==> config.mk <==
export PLATFORM = sky130hd
export DESIGN_NAME = shelf_atlas_placer_unit_flat
export DESIGN_NICKNAME = d
export VERILOG_FILES = /design/src/rtl/core/sap_pkg.sv /design/src/rtl/core/sap_ifs.sv /design/src/rtl/core/sap_table.sv /design/src/rtl/core/sap_shelf.sv /design/src/rtl/core/shelf_atlas_placer_unit.sv /design/src/flat_wrapper.sv
export VERILOG_INCLUDE_DIRS = /design/src /design/src/rtl/core
export SDC_FILE = /design/constraint.sdc
export NUM_CORES = 2
export LEC_CHECK = 0
export BUFFER_PORTS_ARGS = -buffer_cell sky130_fd_sc_hd__buf_2
export CAP_MARGIN = 20
export CELL_PAD_IN_SITES_DETAIL_PLACEMENT = 2
export CELL_PAD_IN_SITES_GLOBAL_PLACEMENT = 2
export CORE_AREA = 2 2 603 545
export DETAILED_ROUTE_END_ITERATION = 10
export DIE_AREA = 0 0 605 547
export PLACE_DENSITY = 0.86
export SLEW_MARGIN = 20
export SYNTH_ARGS = -nofsm -noshare
export SYNTH_HDL_FRONTEND = slang
export SYNTH_SLANG_ARGS = --single-unit
==> constraint.sdc <==
create_clock -name clk -period 7.5 [get_ports clk]
set_input_delay 0.375 -clock clk [delete_from_list [all_inputs] [get_ports clk]]
set_output_delay 0.375 -clock clk [all_outputs]
set_load 0.1 [all_outputs]
==> src/rtl/core/shelf_atlas_placer_unit_macros.svh <==
// Assertion macros shared by the shelf atlas placer RTL.
// Depends on nothing; the asserting modules provide clk and arst_n.
`ifndef SHELF_ATLAS_PLACER_UNIT_MACROS_SVH
`define SHELF_ATLAS_PLACER_UNIT_MACROS_SVH
`ifndef SYNTH
`define SAP_ASSERT(lbl, prop, msg) \
	lbl: assert property (@(posedge clk) disable iff (!arst_n) (prop)) else $error(msg);
`define SAP_ASSERT_NEXT(lbl, pre, post, msg) \
	lbl: assert property (@(posedge clk) disable iff (!arst_n) (pre) |=> (post)) else $error(msg);
`else
`define SAP_ASSERT(lbl, prop, msg)
`define SAP_ASSERT_NEXT(lbl, pre, post, msg)
`endif
`endif

==> src/rtl/core/sap_pkg.sv <==
// Package for the shelf atlas placer: widths, codes, types and defaults.
// Used by the interfaces, the table, the shelf cursor and the top level.
package sap_pkg;

	localparam int DIM_W         = 13;
	localparam int ID_W          = 32;
	localparam int STATUS_W      = 2;
	localparam int CFG_IDX_W     = 4;
	localparam int TABLE_ENTRIES = 64;
	localparam int MAX_DIMENSION = 4096;

	localparam logic [DIM_W-1:0] DIM_RESET = DIM_W'(MAX_DIMENSION);
	localparam logic [DIM_W-1:0] DIM_SAT   = {DIM_W{1'b1}};

	localparam logic [CFG_IDX_W-1:0] REG_ATLAS_WIDTH  = CFG_IDX_W'(0);
	localparam logic [CFG_IDX_W-1:0] REG_ATLAS_HEIGHT = CFG_IDX_W'(1);

	localparam logic [STATUS_W-1:0] STATUS_OK       = STATUS_W'(0);
	localparam logic [STATUS_W-1:0] STATUS_OVERFLOW = STATUS_W'(1);
	localparam logic [STATUS_W-1:0] STATUS_FULL     = STATUS_W'(2);

	typedef enum logic [1:0] {
		ST_IDLE,
		ST_SCAN,
		ST_PLACE,
		ST_FINISH
	} state_t;

	typedef struct packed {
		logic [ID_W-1:0]  id;
		logic [DIM_W-1:0] y;
		logic [DIM_W-1:0] x;
	} entry_t;

	typedef struct packed {
		logic [DIM_W-1:0] x;
		logic [DIM_W-1:0] y;
		logic             overflow;
	} place_t;

endpackage

==> src/rtl/core/sap_ifs.sv <==
// Valid/ready channel interfaces of the shelf atlas placer: request, result, config.
// Depends on sap_pkg for field widths.
interface sap_req_if;
	logic                         valid;
	logic                         ready;
	logic [sap_pkg::ID_W-1:0]     image_id;
	logic [sap_pkg::DIM_W-1:0]    image_width;
	logic [sap_pkg::DIM_W-1:0]    image_height;
	modport source (output valid, image_id, image_width, image_height, input ready);
	modport sink (input valid, image_id, image_width, image_height, output ready);
endinterface

interface sap_res_if;
	logic                          valid;
	logic                          ready;
	logic [sap_pkg::DIM_W-1:0]     place_x;
	logic [sap_pkg::DIM_W-1:0]     place_y;
	logic                          already_present;
	logic [sap_pkg::STATUS_W-1:0]  status;
	modport source (output valid, place_x, place_y, already_present, status, input ready);
	modport sink (input valid, place_x, place_y, already_present, status, output ready);
endinterface

interface sap_cfg_if;
	logic                           valid;
	logic                           ready;
	logic [sap_pkg::CFG_IDX_W-1:0]  index;
	logic [sap_pkg::DIM_W-1:0]      data;
	modport source (output valid, index, data, input ready);
	modport sink (input valid, index, data, output ready);
endinterface

==> src/rtl/core/sap_table.sv <==
// Id/position table of the shelf atlas placer: one write port, one registered read port.
// Depends on sap_pkg for the entry type.
module sap_table #(
	parameter int TABLE_ENTRIES = sap_pkg::TABLE_ENTRIES,
	localparam int IDX_W = $clog2(TABLE_ENTRIES)
) (
	input  logic                  clk,
	input  logic                  wr_en,
	input  logic [IDX_W-1:0]      wr_addr,
	input  sap_pkg::entry_t       wr_entry,
	input  logic [IDX_W-1:0]      rd_addr,
	output sap_pkg::entry_t       rd_entry
);

	sap_pkg::entry_t mem [TABLE_ENTRIES];
	sap_pkg::entry_t rd_entry_q;

	always_ff @(posedge clk) begin
		if (wr_en) begin
			mem[wr_addr] <= wr_entry;
		end
		rd_entry_q <= mem[rd_addr];
	end

	assign rd_entry = rd_entry_q;

endmodule

==> src/rtl/core/sap_shelf.sv <==
// Shelf cursor of the shelf atlas placer: cursor and row height registers and the
// placement of the next new image. Depends on sap_pkg.
module sap_shelf (
	input  logic                       clk,
	input  logic                       arst_n,
	input  logic [sap_pkg::DIM_W-1:0]  atlas_width,
	input  logic [sap_pkg::DIM_W-1:0]  atlas_height,
	input  logic [sap_pkg::DIM_W-1:0]  image_width,
	input  logic [sap_pkg::DIM_W-1:0]  image_height,
	input  logic                       commit,
	output sap_pkg::place_t            place
);

	logic [sap_pkg::DIM_W-1:0] cursor_x_q;
	logic [sap_pkg::DIM_W-1:0] cursor_y_q;
	logic [sap_pkg::DIM_W-1:0] shelf_height_q;

	logic [sap_pkg::DIM_W:0]   x_end;
	logic [sap_pkg::DIM_W:0]   row_start;
	logic                      wrap;
	logic [sap_pkg::DIM_W-1:0] nx;
	logic [sap_pkg::DIM_W-1:0] ny;
	logic [sap_pkg::DIM_W-1:0] nh;
	logic [sap_pkg::DIM_W:0]   next_end;

	always_comb begin
		x_end     = {1'b0, cursor_x_q} + {1'b0, image_width};
		row_start = {1'b0, cursor_y_q} + {1'b0, shelf_height_q};
		wrap      = x_end > {1'b0, atlas_width};
		nx        = wrap ? '0 : cursor_x_q;
		ny        = wrap ? row_start[sap_pkg::DIM_W-1:0] : cursor_y_q;
		nh        = wrap ? '0 : shelf_height_q;
		next_end  = {1'b0, nx} + {1'b0, image_width};
		place.x        = nx;
		place.y        = ny;
		place.overflow = wrap && (row_start >= {1'b0, atlas_height});
	end

	// The cursor moves past the image, from x 0 on a wrap, and saturates at the top.
	always_ff @(posedge clk or negedge arst_n) begin
		if (!arst_n) begin
			cursor_x_q     <= '0;
			cursor_y_q     <= '0;
			shelf_height_q <= '0;
		end else if (commit) begin
			cursor_x_q     <= next_end[sap_pkg::DIM_W] ? sap_pkg::DIM_SAT
			                                           : next_end[sap_pkg::DIM_W-1:0];
			cursor_y_q     <= ny;
			shelf_height_q <= (nh > image_height) ? nh : image_height;
		end
	end

endmodule

==> src/rtl/core/shelf_atlas_placer_unit.sv <==
// Top level of the shelf atlas placer: control sequencer, config registers, result register.
// Depends on sap_pkg, sap_ifs, sap_table, sap_shelf and the assertion macro header.
//
// The placer packs images onto horizontal shelves of a texture atlas and remembers where
// each image id went. One request beat carries an id, a width and a height; exactly one
// result beat comes back with the position, a flag that says the id was already known,
// and a status (ok, atlas height overflow, or id table full). The block handles one
// request at a time. The id table is a synchronous memory with one write port and one
// registered read port. It is scanned one entry per cycle, with the read of the next
// entry overlapping the compare of the previous one. A hit ends the scan early. After
// a miss the PLACE state computes the placement and records it unless the table is full
// or the atlas overflows; the FINISH state then loads the result register. The result
// register decouples the two sides:
// the block goes back to accepting requests as soon as a result has been loaded there,
// and it only waits at the end of the next request if that result is still not taken.
// The table needs no clearing pass after reset, since only entries below the fill count
// are ever compared. Configuration writes (atlas width and height) are always accepted
// and should be made while no request is in flight.
`include "shelf_atlas_placer_unit_macros.svh"

module shelf_atlas_placer_unit #(
	parameter int TABLE_ENTRIES = sap_pkg::TABLE_ENTRIES
) (
	input  logic          clk,
	input  logic          arst_n,
	sap_req_if.sink       req,
	sap_res_if.source     res,
	sap_cfg_if.sink       cfg
);

	localparam int IDX_W = $clog2(TABLE_ENTRIES);
	localparam int CNT_W = $clog2(TABLE_ENTRIES + 1);
	localparam logic [CNT_W-1:0] CNT_FULL = CNT_W'(TABLE_ENTRIES);

	// Configuration registers.
	logic [sap_pkg::DIM_W-1:0] atlas_width_q;
	logic [sap_pkg::DIM_W-1:0] atlas_height_q;

	// Sequencer state and the request being worked on.
	sap_pkg::state_t           state_q;
	sap_pkg::state_t           state_n;
	logic [sap_pkg::ID_W-1:0]  item_id_q;
	logic [sap_pkg::DIM_W-1:0] item_w_q;
	logic [sap_pkg::DIM_W-1:0] item_h_q;
	logic [CNT_W-1:0]          count_q;
	logic [CNT_W-1:0]          scan_idx_q;
	logic                      rd_vld_s1;

	// Finished result waiting for the output register.
	logic [sap_pkg::DIM_W-1:0]    pend_x_q;
	logic [sap_pkg::DIM_W-1:0]    pend_y_q;
	logic                         pend_present_q;
	logic [sap_pkg::STATUS_W-1:0] pend_status_q;

	// Output register.
	logic                         res_valid_q;
	logic [sap_pkg::DIM_W-1:0]    res_x_q;
	logic [sap_pkg::DIM_W-1:0]    res_y_q;
	logic                         res_present_q;
	logic [sap_pkg::STATUS_W-1:0] res_status_q;

	logic                 accept;
	logic                 issue;
	logic                 hit;
	logic                 scan_done;
	logic                 tbl_full;
	logic                 tbl_wr;
	logic                 load_hit;
	logic                 load_place;
	logic                 load_out;
	sap_pkg::entry_t      wr_entry;
	sap_pkg::entry_t      rd_entry;
	sap_pkg::place_t      place;

	sap_table #(
		.TABLE_ENTRIES(TABLE_ENTRIES)
	) u_table (
		.clk      (clk),
		.wr_en    (tbl_wr),
		.wr_addr  (count_q[IDX_W-1:0]),
		.wr_entry (wr_entry),
		.rd_addr  (scan_idx_q[IDX_W-1:0]),
		.rd_entry (rd_entry)
	);

	sap_shelf u_shelf (
		.clk          (clk),
		.arst_n       (arst_n),
		.atlas_width  (atlas_width_q),
		.atlas_height (atlas_height_q),
		.image_width  (item_w_q),
		.image_height (item_h_q),
		.commit       (tbl_wr),
		.place        (place)
	);

	assign cfg.ready = 1'b1;
	assign req.ready = (state_q == sap_pkg::ST_IDLE);
	assign accept    = req.valid && req.ready;

	// A read is issued for each entry below the fill count; its data is compared in the next
	// cycle. The table is never written during a scan, so reads and writes cannot collide.
	assign issue     = (state_q == sap_pkg::ST_SCAN) && (scan_idx_q < count_q);
	assign hit       = rd_vld_s1 && (rd_entry.id == item_id_q);
	assign scan_done = !issue && !rd_vld_s1;
	assign tbl_full  = (count_q == CNT_FULL);

	assign wr_entry.id = item_id_q;
	assign wr_entry.x  = place.x;
	assign wr_entry.y  = place.y;

	always_comb begin
		state_n    = state_q;
		load_hit   = 1'b0;
		load_place = 1'b0;
		load_out   = 1'b0;
		tbl_wr     = 1'b0;
		case (state_q)
			sap_pkg::ST_IDLE: begin
				if (accept) begin
					state_n = sap_pkg::ST_SCAN;
				end
			end
			sap_pkg::ST_SCAN: begin
				if (hit) begin
					load_hit = 1'b1;
					state_n  = sap_pkg::ST_FINISH;
				end else if (scan_done) begin
					state_n = sap_pkg::ST_PLACE;
				end
			end
			sap_pkg::ST_PLACE: begin
				load_place = 1'b1;
				tbl_wr     = !tbl_full && !place.overflow;
				state_n    = sap_pkg::ST_FINISH;
			end
			sap_pkg::ST_FINISH: begin
				if (!res_valid_q || res.ready) begin
					load_out = 1'b1;
					state_n  = sap_pkg::ST_IDLE;
				end
			end
			default: begin
				state_n = sap_pkg::ST_IDLE;
			end
		endcase
	end

	always_ff @(posedge clk or negedge arst_n) begin
		if (!arst_n) begin
			state_q <= sap_pkg::ST_IDLE;
		end else begin
			state_q <= state_n;
		end
	end

	always_ff @(posedge clk or negedge arst_n) begin
		if (!arst_n) begin
			atlas_width_q  <= sap_pkg::DIM_RESET;
			atlas_height_q <= sap_pkg::DIM_RESET;
		end else if (cfg.valid) begin
			if (cfg.index == sap_pkg::REG_ATLAS_WIDTH) begin
				atlas_width_q <= cfg.data;
			end else if (cfg.index == sap_pkg::REG_ATLAS_HEIGHT) begin
				atlas_height_q <= cfg.data;
			end
		end
	end

	always_ff @(posedge clk or negedge arst_n) begin
		if (!arst_n) begin
			count_q    <= '0;
			scan_idx_q <= '0;
			rd_vld_s1  <= 1'b0;
		end else begin
			rd_vld_s1 <= issue && !hit;
			if (accept) begin
				scan_idx_q <= '0;
			end else if (issue) begin
				scan_idx_q <= scan_idx_q + CNT_W'(1);
			end
			if (tbl_wr) begin
				count_q <= count_q + CNT_W'(1);
			end
		end
	end

	always_ff @(posedge clk) begin
		if (accept) begin
			item_id_q <= req.image_id;
			item_w_q  <= req.image_width;
			item_h_q  <= req.image_height;
		end
		if (load_hit) begin
			pend_x_q       <= rd_entry.x;
			pend_y_q       <= rd_entry.y;
			pend_present_q <= 1'b1;
			pend_status_q  <= sap_pkg::STATUS_OK;
		end else if (load_place) begin
			pend_present_q <= 1'b0;
			if (tbl_full) begin
				pend_x_q      <= '0;
				pend_y_q      <= '0;
				pend_status_q <= sap_pkg::STATUS_FULL;
			end else if (place.overflow) begin
				pend_x_q      <= '0;
				pend_y_q      <= '0;
				pend_status_q <= sap_pkg::STATUS_OVERFLOW;
			end else begin
				pend_x_q      <= place.x;
				pend_y_q      <= place.y;
				pend_status_q <= sap_pkg::STATUS_OK;
			end
		end
		if (load_out) begin
			res_x_q       <= pend_x_q;
			res_y_q       <= pend_y_q;
			res_present_q <= pend_present_q;
			res_status_q  <= pend_status_q;
		end
	end

	always_ff @(posedge clk or negedge arst_n) begin
		if (!arst_n) begin
			res_valid_q <= 1'b0;
		end else if (load_out) begin
			res_valid_q <= 1'b1;
		end else if (res.ready) begin
			res_valid_q <= 1'b0;
		end
	end

	assign res.valid           = res_valid_q;
	assign res.place_x         = res_x_q;
	assign res.place_y         = res_y_q;
	assign res.already_present = res_present_q;
	assign res.status          = res_status_q;

	`SAP_ASSERT(a_count_bound, count_q <= CNT_FULL, "fill count passed table size")
	`SAP_ASSERT(a_wr_in_place, !tbl_wr || (state_q == sap_pkg::ST_PLACE && !tbl_full), "bad write")
	`SAP_ASSERT_NEXT(a_wr_count, tbl_wr, count_q == $past(count_q) + CNT_W'(1), "count not advanced")
	`SAP_ASSERT(a_rd_in_scan, !rd_vld_s1 || state_q == sap_pkg::ST_SCAN, "compare outside scan")
	`SAP_ASSERT_NEXT(a_out_load, load_out, res_valid_q && res_status_q == $past(pend_status_q), "no load")

endmodule
==> src/flat_wrapper.sv <==
// flat-port wrapper written by rule: the top's interface ports become plain ports
module shelf_atlas_placer_unit_flat 
#(
	parameter int TABLE_ENTRIES = sap_pkg::TABLE_ENTRIES
)
  (clk, arst_n, req_valid, req_image_id, req_image_width, req_image_height, req_ready, res_valid, res_place_x, res_place_y, res_already_present, res_status, res_ready, cfg_valid, cfg_index, cfg_data, cfg_ready);
  sap_req_if req_i ();
  sap_res_if res_i ();
  sap_cfg_if cfg_i ();
  input  logic clk;
  input  logic arst_n;
  input wire logic [$bits(req_i.valid)-1:0] req_valid;
  input wire logic [$bits(req_i.image_id)-1:0] req_image_id;
  input wire logic [$bits(req_i.image_width)-1:0] req_image_width;
  input wire logic [$bits(req_i.image_height)-1:0] req_image_height;
  output wire logic [$bits(req_i.ready)-1:0] req_ready;
  output wire logic [$bits(res_i.valid)-1:0] res_valid;
  output wire logic [$bits(res_i.place_x)-1:0] res_place_x;
  output wire logic [$bits(res_i.place_y)-1:0] res_place_y;
  output wire logic [$bits(res_i.already_present)-1:0] res_already_present;
  output wire logic [$bits(res_i.status)-1:0] res_status;
  input wire logic [$bits(res_i.ready)-1:0] res_ready;
  input wire logic [$bits(cfg_i.valid)-1:0] cfg_valid;
  input wire logic [$bits(cfg_i.index)-1:0] cfg_index;
  input wire logic [$bits(cfg_i.data)-1:0] cfg_data;
  output wire logic [$bits(cfg_i.ready)-1:0] cfg_ready;
  assign req_i.valid = req_valid;
  assign req_i.image_id = req_image_id;
  assign req_i.image_width = req_image_width;
  assign req_i.image_height = req_image_height;
  assign req_ready = req_i.ready;
  assign res_valid = res_i.valid;
  assign res_place_x = res_i.place_x;
  assign res_place_y = res_i.place_y;
  assign res_already_present = res_i.already_present;
  assign res_status = res_i.status;
  assign res_i.ready = res_ready;
  assign cfg_i.valid = cfg_valid;
  assign cfg_i.index = cfg_index;
  assign cfg_i.data = cfg_data;
  assign cfg_ready = cfg_i.ready;
  shelf_atlas_placer_unit #(.TABLE_ENTRIES(TABLE_ENTRIES)) u_core (.clk(clk), .arst_n(arst_n), .req(req_i), .res(res_i), .cfg(cfg_i));
endmodule
==> qor.csv, run 1 <==
stage;metric;value;unit
yosys;Post-Syn Instances;6224;
yosys;Post-Syn Nets;6398;
status;stop err;[ERROR DPL-0033] detailed placement checks failed during check placement.;
yosys;register area share after synthesis;77.7;%
placement;count of input and output buffers;110;
yosys;top post-synthesis cells by area;edfxtp_1, mux4_2, dfrtp_1;
status;status;stopped before the end;
placement;GPL Wtd Cong;0.818;
yosys;post-synth top area cell;edfxtp_1;
yosys;area of the mapped netlist;152000;um2
yosys;Avg Cell Area, Syn;24.4;um2
yosys;Main synth FF type;edfxtp_1;
yosys;Yosys cell types;66;
yosys;share of the synthesized area in the top cell type;75.5;%
floorplanning;top-level I/O count;112;
yosys;synthesis-stage register bit count;3969;
yosys;number of synthesized flops with an enable pin;3825;
floorplanning;Initial Util;46.8;%
floorplanning;Rows;199;
yosys;ys async rst share;2.09;%
yosys;Yosys Warn Count;0;
status;Fail Step;3_5_place_dp;
placement;post-detail-place hpwl;349000;um
floorplanning;die span in y;547;um
floorplanning;chip width;605;um
[synthesized netlist by cell type, types with 5 or more instances]
cell type / instances
buf_6: 9
a211oi_1: 9
clkbuf_1: 148
a21o_1: 18
nand4_1: 18
inv_1: 58
buf_1: 47
mux2_2: 36
o21ai_0: 43
a22o_1: 36
edfxtp_1: 3825
dfrtp_1: 81
nor2_1: 116
nand2b_1: 12
dfxtp_1: 61
and3_1: 7
a31oi_1: 5
ha_1: 91
buf_2: 81
a21boi_0: 5
nor3_1: 13
buf_4: 12
o21a_1: 6
a21oi_1: 39
nand2_1: 44
nor4_1: 6
nand3_1: 18
mux4_2: 1218
xor2_1: 21
and2_1: 29
xnor2_1: 52
nor2b_1: 7
[logic make-up after synthesis]
kind of cell    count (synthesis)  synth area share [%]
compound gates                190                 0.843
xor+xnor                       73                 0.420
fa+ha+maj                      94                 0.788
buf+inv                       359                  1.03
flops                        3969                  77.7
mux                          1258                  18.3
other cells                     1               0.00247
simple gates                  280                 0.882
[per-stage QoR]
stage / instances / hold WS, ps
2_1_floorplan: 6224 / 79.4
3_3_place_gp: 10610 / 342
==> inputs of run 2 (changes only) <==
--- a/config.mk
+++ b/config.mk
@@ -8,12 +8,10 @@
 export LEC_CHECK = 0
 export BUFFER_PORTS_ARGS = -buffer_cell sky130_fd_sc_hd__buf_2
 export CAP_MARGIN = 20
-export CELL_PAD_IN_SITES_DETAIL_PLACEMENT = 2
-export CELL_PAD_IN_SITES_GLOBAL_PLACEMENT = 2
-export CORE_AREA = 2 2 603 545
+export CORE_AREA = 2 2 628 630
 export DETAILED_ROUTE_END_ITERATION = 10
-export DIE_AREA = 0 0 605 547
-export PLACE_DENSITY = 0.86
+export DIE_AREA = 0 0 630 632
+export PLACE_DENSITY_LB_ADDON = 0.15
 export SLEW_MARGIN = 20
 export SYNTH_ARGS = -nofsm -noshare
 export SYNTH_HDL_FRONTEND = slang
==> constraint.sdc (replaced) <==
create_clock -name clk -period 9.8 [get_ports clk]
set_input_delay 0.49 -clock clk [delete_from_list [all_inputs] [get_ports clk]]
set_output_delay 0.49 -clock clk [all_outputs]
set_load 0.1 [all_outputs]
==> run 2 against run 1 <==
  * The run now ends clean
  * Synthesized cell count stayed put
  * Synthesized area stayed put
==> qor.csv, run 2 <==
stage;metric;value;unit;change
status;status;finished, final reports clean;;
detailed_routing;via/cell ratio;5.61;;
timing;fin crit share;75.7;%;
yosys;ys async rst share;2.09;%;unchanged
timing;Worst Tran Pin Value;1160;ps;
global_routing;first-pass GRT wire length;576000;um;
clocking;H-Tree Depth;5;;
power_and_ir_drop;total power;54.5;mW;
global_routing;met3 global-route usage;2.39;%;
layout;Sequential Area;118000;um2;
global_routing;vias in the first global route;71744;;
clocking;Clock Tree Buf Depth;4;;
floorplanning;die area;398000;um2;
global_routing;met1 GRT Util;28.6;%;
yosys;Post-synth top cells;edfxtp_1, mux4_2, clkbuf_1, nor2_1, ha_1;;
timing;setup repair after global routing missed its margin;false;;
detailed_routing;final wirelength;411000;um;
global_routing;grt met2 use;34.9;%;
yosys;top post-synthesis cells by area;edfxtp_1, mux4_2, dfrtp_1;;
yosys;number of synthesized flops with an enable pin;3825;;unchanged
detailed_routing;WL per Instance;33.2;um;
timing;setup slack after layout;2380;ps;
layout;fillers;32715;;
worst_setup_path;CP required;10400;ps;
timing;Tmin final;7420;ps;
floorplanning;Initial Util;38.9;%;-7.9 points
clocking;clk root buf;clkbuf_16;;
yosys;register area share after synthesis;77.7;%;unchanged
worst_setup_path;CP max FO;19;;
yosys;Yosys cell types;66;;unchanged
yosys;Avg Cell Area, Syn;24.4;um2;unchanged
yosys;count leader, synth;edfxtp_1;;
clocking;CTS tree;yes;;
yosys;Yosys Warn Count;0;;unchanged
timing;skew final;59.6;ps;
detailed_routing;vias;69276;;
timing;final hold vios;0;;
global_routing;Total Routing Usage GR;20.5;%;
floorplanning;Core ar.;391000;um2;
layout;Area Growth Syn to Fin;15.2;%;
layout;Largest Register;u_core.u_table.mem;;
layout;share of layout cells above drive strength 1;31.8;%;
timing;Setup TNS Final;0;ps;
yosys;area of the mapped netlist;152000;um2;unchanged
clocking;Inserted Clock Buffers;426;;
layout;max FFs per register;3712;;
worst_setup_path;Setup CP Type;flop to flop;;
yosys;synthesis-stage register bit count;3969;;unchanged
power_and_ir_drop;Peak VDD IR;0.485;mV;
yosys;share of the synthesized area in the top cell type;75.5;%;unchanged
power_and_ir_drop;PD cells;311;nW/um2;
placement;count of input and output buffers;110;;unchanged
detailed_routing;Detailed Routing Iterations Pass 1;6;;
floorplanning;Rows;230;;+16%
clocking;post-CTS setup buffer count;0;;
floorplanning;top-level I/O count;112;;unchanged
yosys;post-synth top area cell;edfxtp_1;;
power_and_ir_drop;Leak;53.9;nW;
yosys;Post-Syn Nets;6398;;unchanged
layout;final net count;6947;;
floorplanning;chip width;630;um;+4.1%
clocking;worst skew pair latency;990;ps;
detailed_routing;post-route ant nets;0;;
detailed_routing;drt drc;0;;
layout;most common cell after layout, fill and taps aside;edfxtp_1;;
yosys;Main synth FF type;edfxtp_1;;
timing;Final Max Tran Viols;0;;
worst_hold_path;hold crit path type;primary input to asynchronous set/reset pin;;
timing;worst relative slew slack;22.7;%;
placement;DP Worst Slack;2390;ps;
clocking;Worst-path clk slew;60;ps;
yosys;Post-Syn Instances;6224;;unchanged
clocking;post-cts sizing count;0;;
global_routing;grt peak-use layer;met2;;
timing;fmax;0.135;GHz;
global_routing;grt total ovfl;0;;
placement;post-detail-place hpwl;230000;um;-34%
layout;commonest non-fill, non-tap cells in the layout;edfxtp_1, mux4_2, clkbuf_16;;
floorplanning;die span in y;632;um;+16%
clocking;# clock sinks;3969;;
detailed_routing;drt initial violations;7106;;
global_routing;largest net degree at the start of global routing;137;;
job;MaxCap Viol Count;0;;
worst_setup_path;critical path data arrival time;8010;ps;
global_routing;antenna violations before repair;14;;
layout;Multi-input gate area;32900;um2;
placement;GPL Wtd Cong;0.760;;-7.1%
timing;final setup vio count;0;;
worst_setup_path;Critical Path Sink Type;flop;;
worst_setup_path;Setup crit start kind;flop;;
clocking;hold-fix buffers at CTS;82;;
==> run 2: cell type report <==
| cell class | count | share of cell area, % |
|---|---|---|
| Antenna cell | 7 | 0.0100 |
| Sequential cell | 3969 | 67.5 |
| Timing Repair Buffer | 418 | 2.14 |
| Multi-Input combinational cell | 1896 | 18.8 |
| Clock buffer | 557 | 6.52 |
| Clock inverter | 229 | 1.21 |
| Tap cell | 5220 | 3.73 |
| Inverter | 62 | 0.133 |
==> run 2: cells by family (layout without fill, tap and decap cells) <==
kind of cell | count (synthesis) | count (layout) | synth area share [%]
buffers and inverters | 359 | 1266 | 1.03
adders and majority gates | 94 | 94 | 0.788
and+or+nand+nor | 280 | 280 | 0.882
DFF | 3969 | 3969 | 77.7
other | 1 | 8 | 0.00247
AOI/OAI and AO/OA | 190 | 190 | 0.843
muxes | 1258 | 1258 | 18.3
xor gates and xnor gates | 73 | 73 | 0.420
==> run 2: stage by stage <==
step,hold slack [ps],utilization (%),cells,area (um2)
after CTS,1.79,44.7,12348,175000
after detailed placement,406,41.1,11480,161000
after global placement,404,41.0,11474,161000
after global routing,82.0,44.7,12352,175000
final,75.6,44.7,12358,175000
after floorplan,194,-,6224,152000
==> run 2: final timing paths <==
path,from,end,slack [ps],cells after the start
hold reg to reg,u_core.pend_x_q[10],u_core.res.place_x[10],420,0
max in group asynchronous,arst_n,u_core.u_shelf.shelf_height_q[10],8520,3
setup / recovery,u_core.u_shelf.cursor_x_q[0],u_core.u_table.mem[24][40],2380,19
min in group clk,cfg_index[3],u_core.atlas_width_q[11],80,4
hold / removal,arst_n,u_core.u_shelf.cursor_x_q[1],80,2
setup reg to reg,u_core.u_shelf.cursor_x_q[0],u_core.u_table.mem[24][40],2380,19
==> run 2: report_power, final <==
| group | internal [mW] | switching, mW |
|---|---|---|
| Combinational | 5.33 | 10.0 |
| Clock | 8.96 | 6.69 |
| Sequential | 23.1 | 0.465 |
| Total | 37.4 | 17.2 |
==> run 2: metal layers <==
metal  vias up  wire, um
met5         -        13
met4         2      8280
met3       451     20000
met2      2070    207000
met1     38762    175000
li1      27991         -
==> run 2: worst max-delay path: stages, from the launching register on <==
cell,delay (ps)
dfrtp_1,410
ha_1,270
fa_1,430
a21o_1,200
a21oi_1,250
nand2b_1,180
a21oi_1,110
nor3_1,160
nor2_1,90
o41ai_1,310
xnor2_1,170
ha_1,260
and3_1,200
a22o_1,210
o21ai_0,130
and4_2,470
o21a_1,580
nand4_1,860
nor2_4,1170
buf_4,540
No activity file was read; power rests on OpenSTA's default activity.
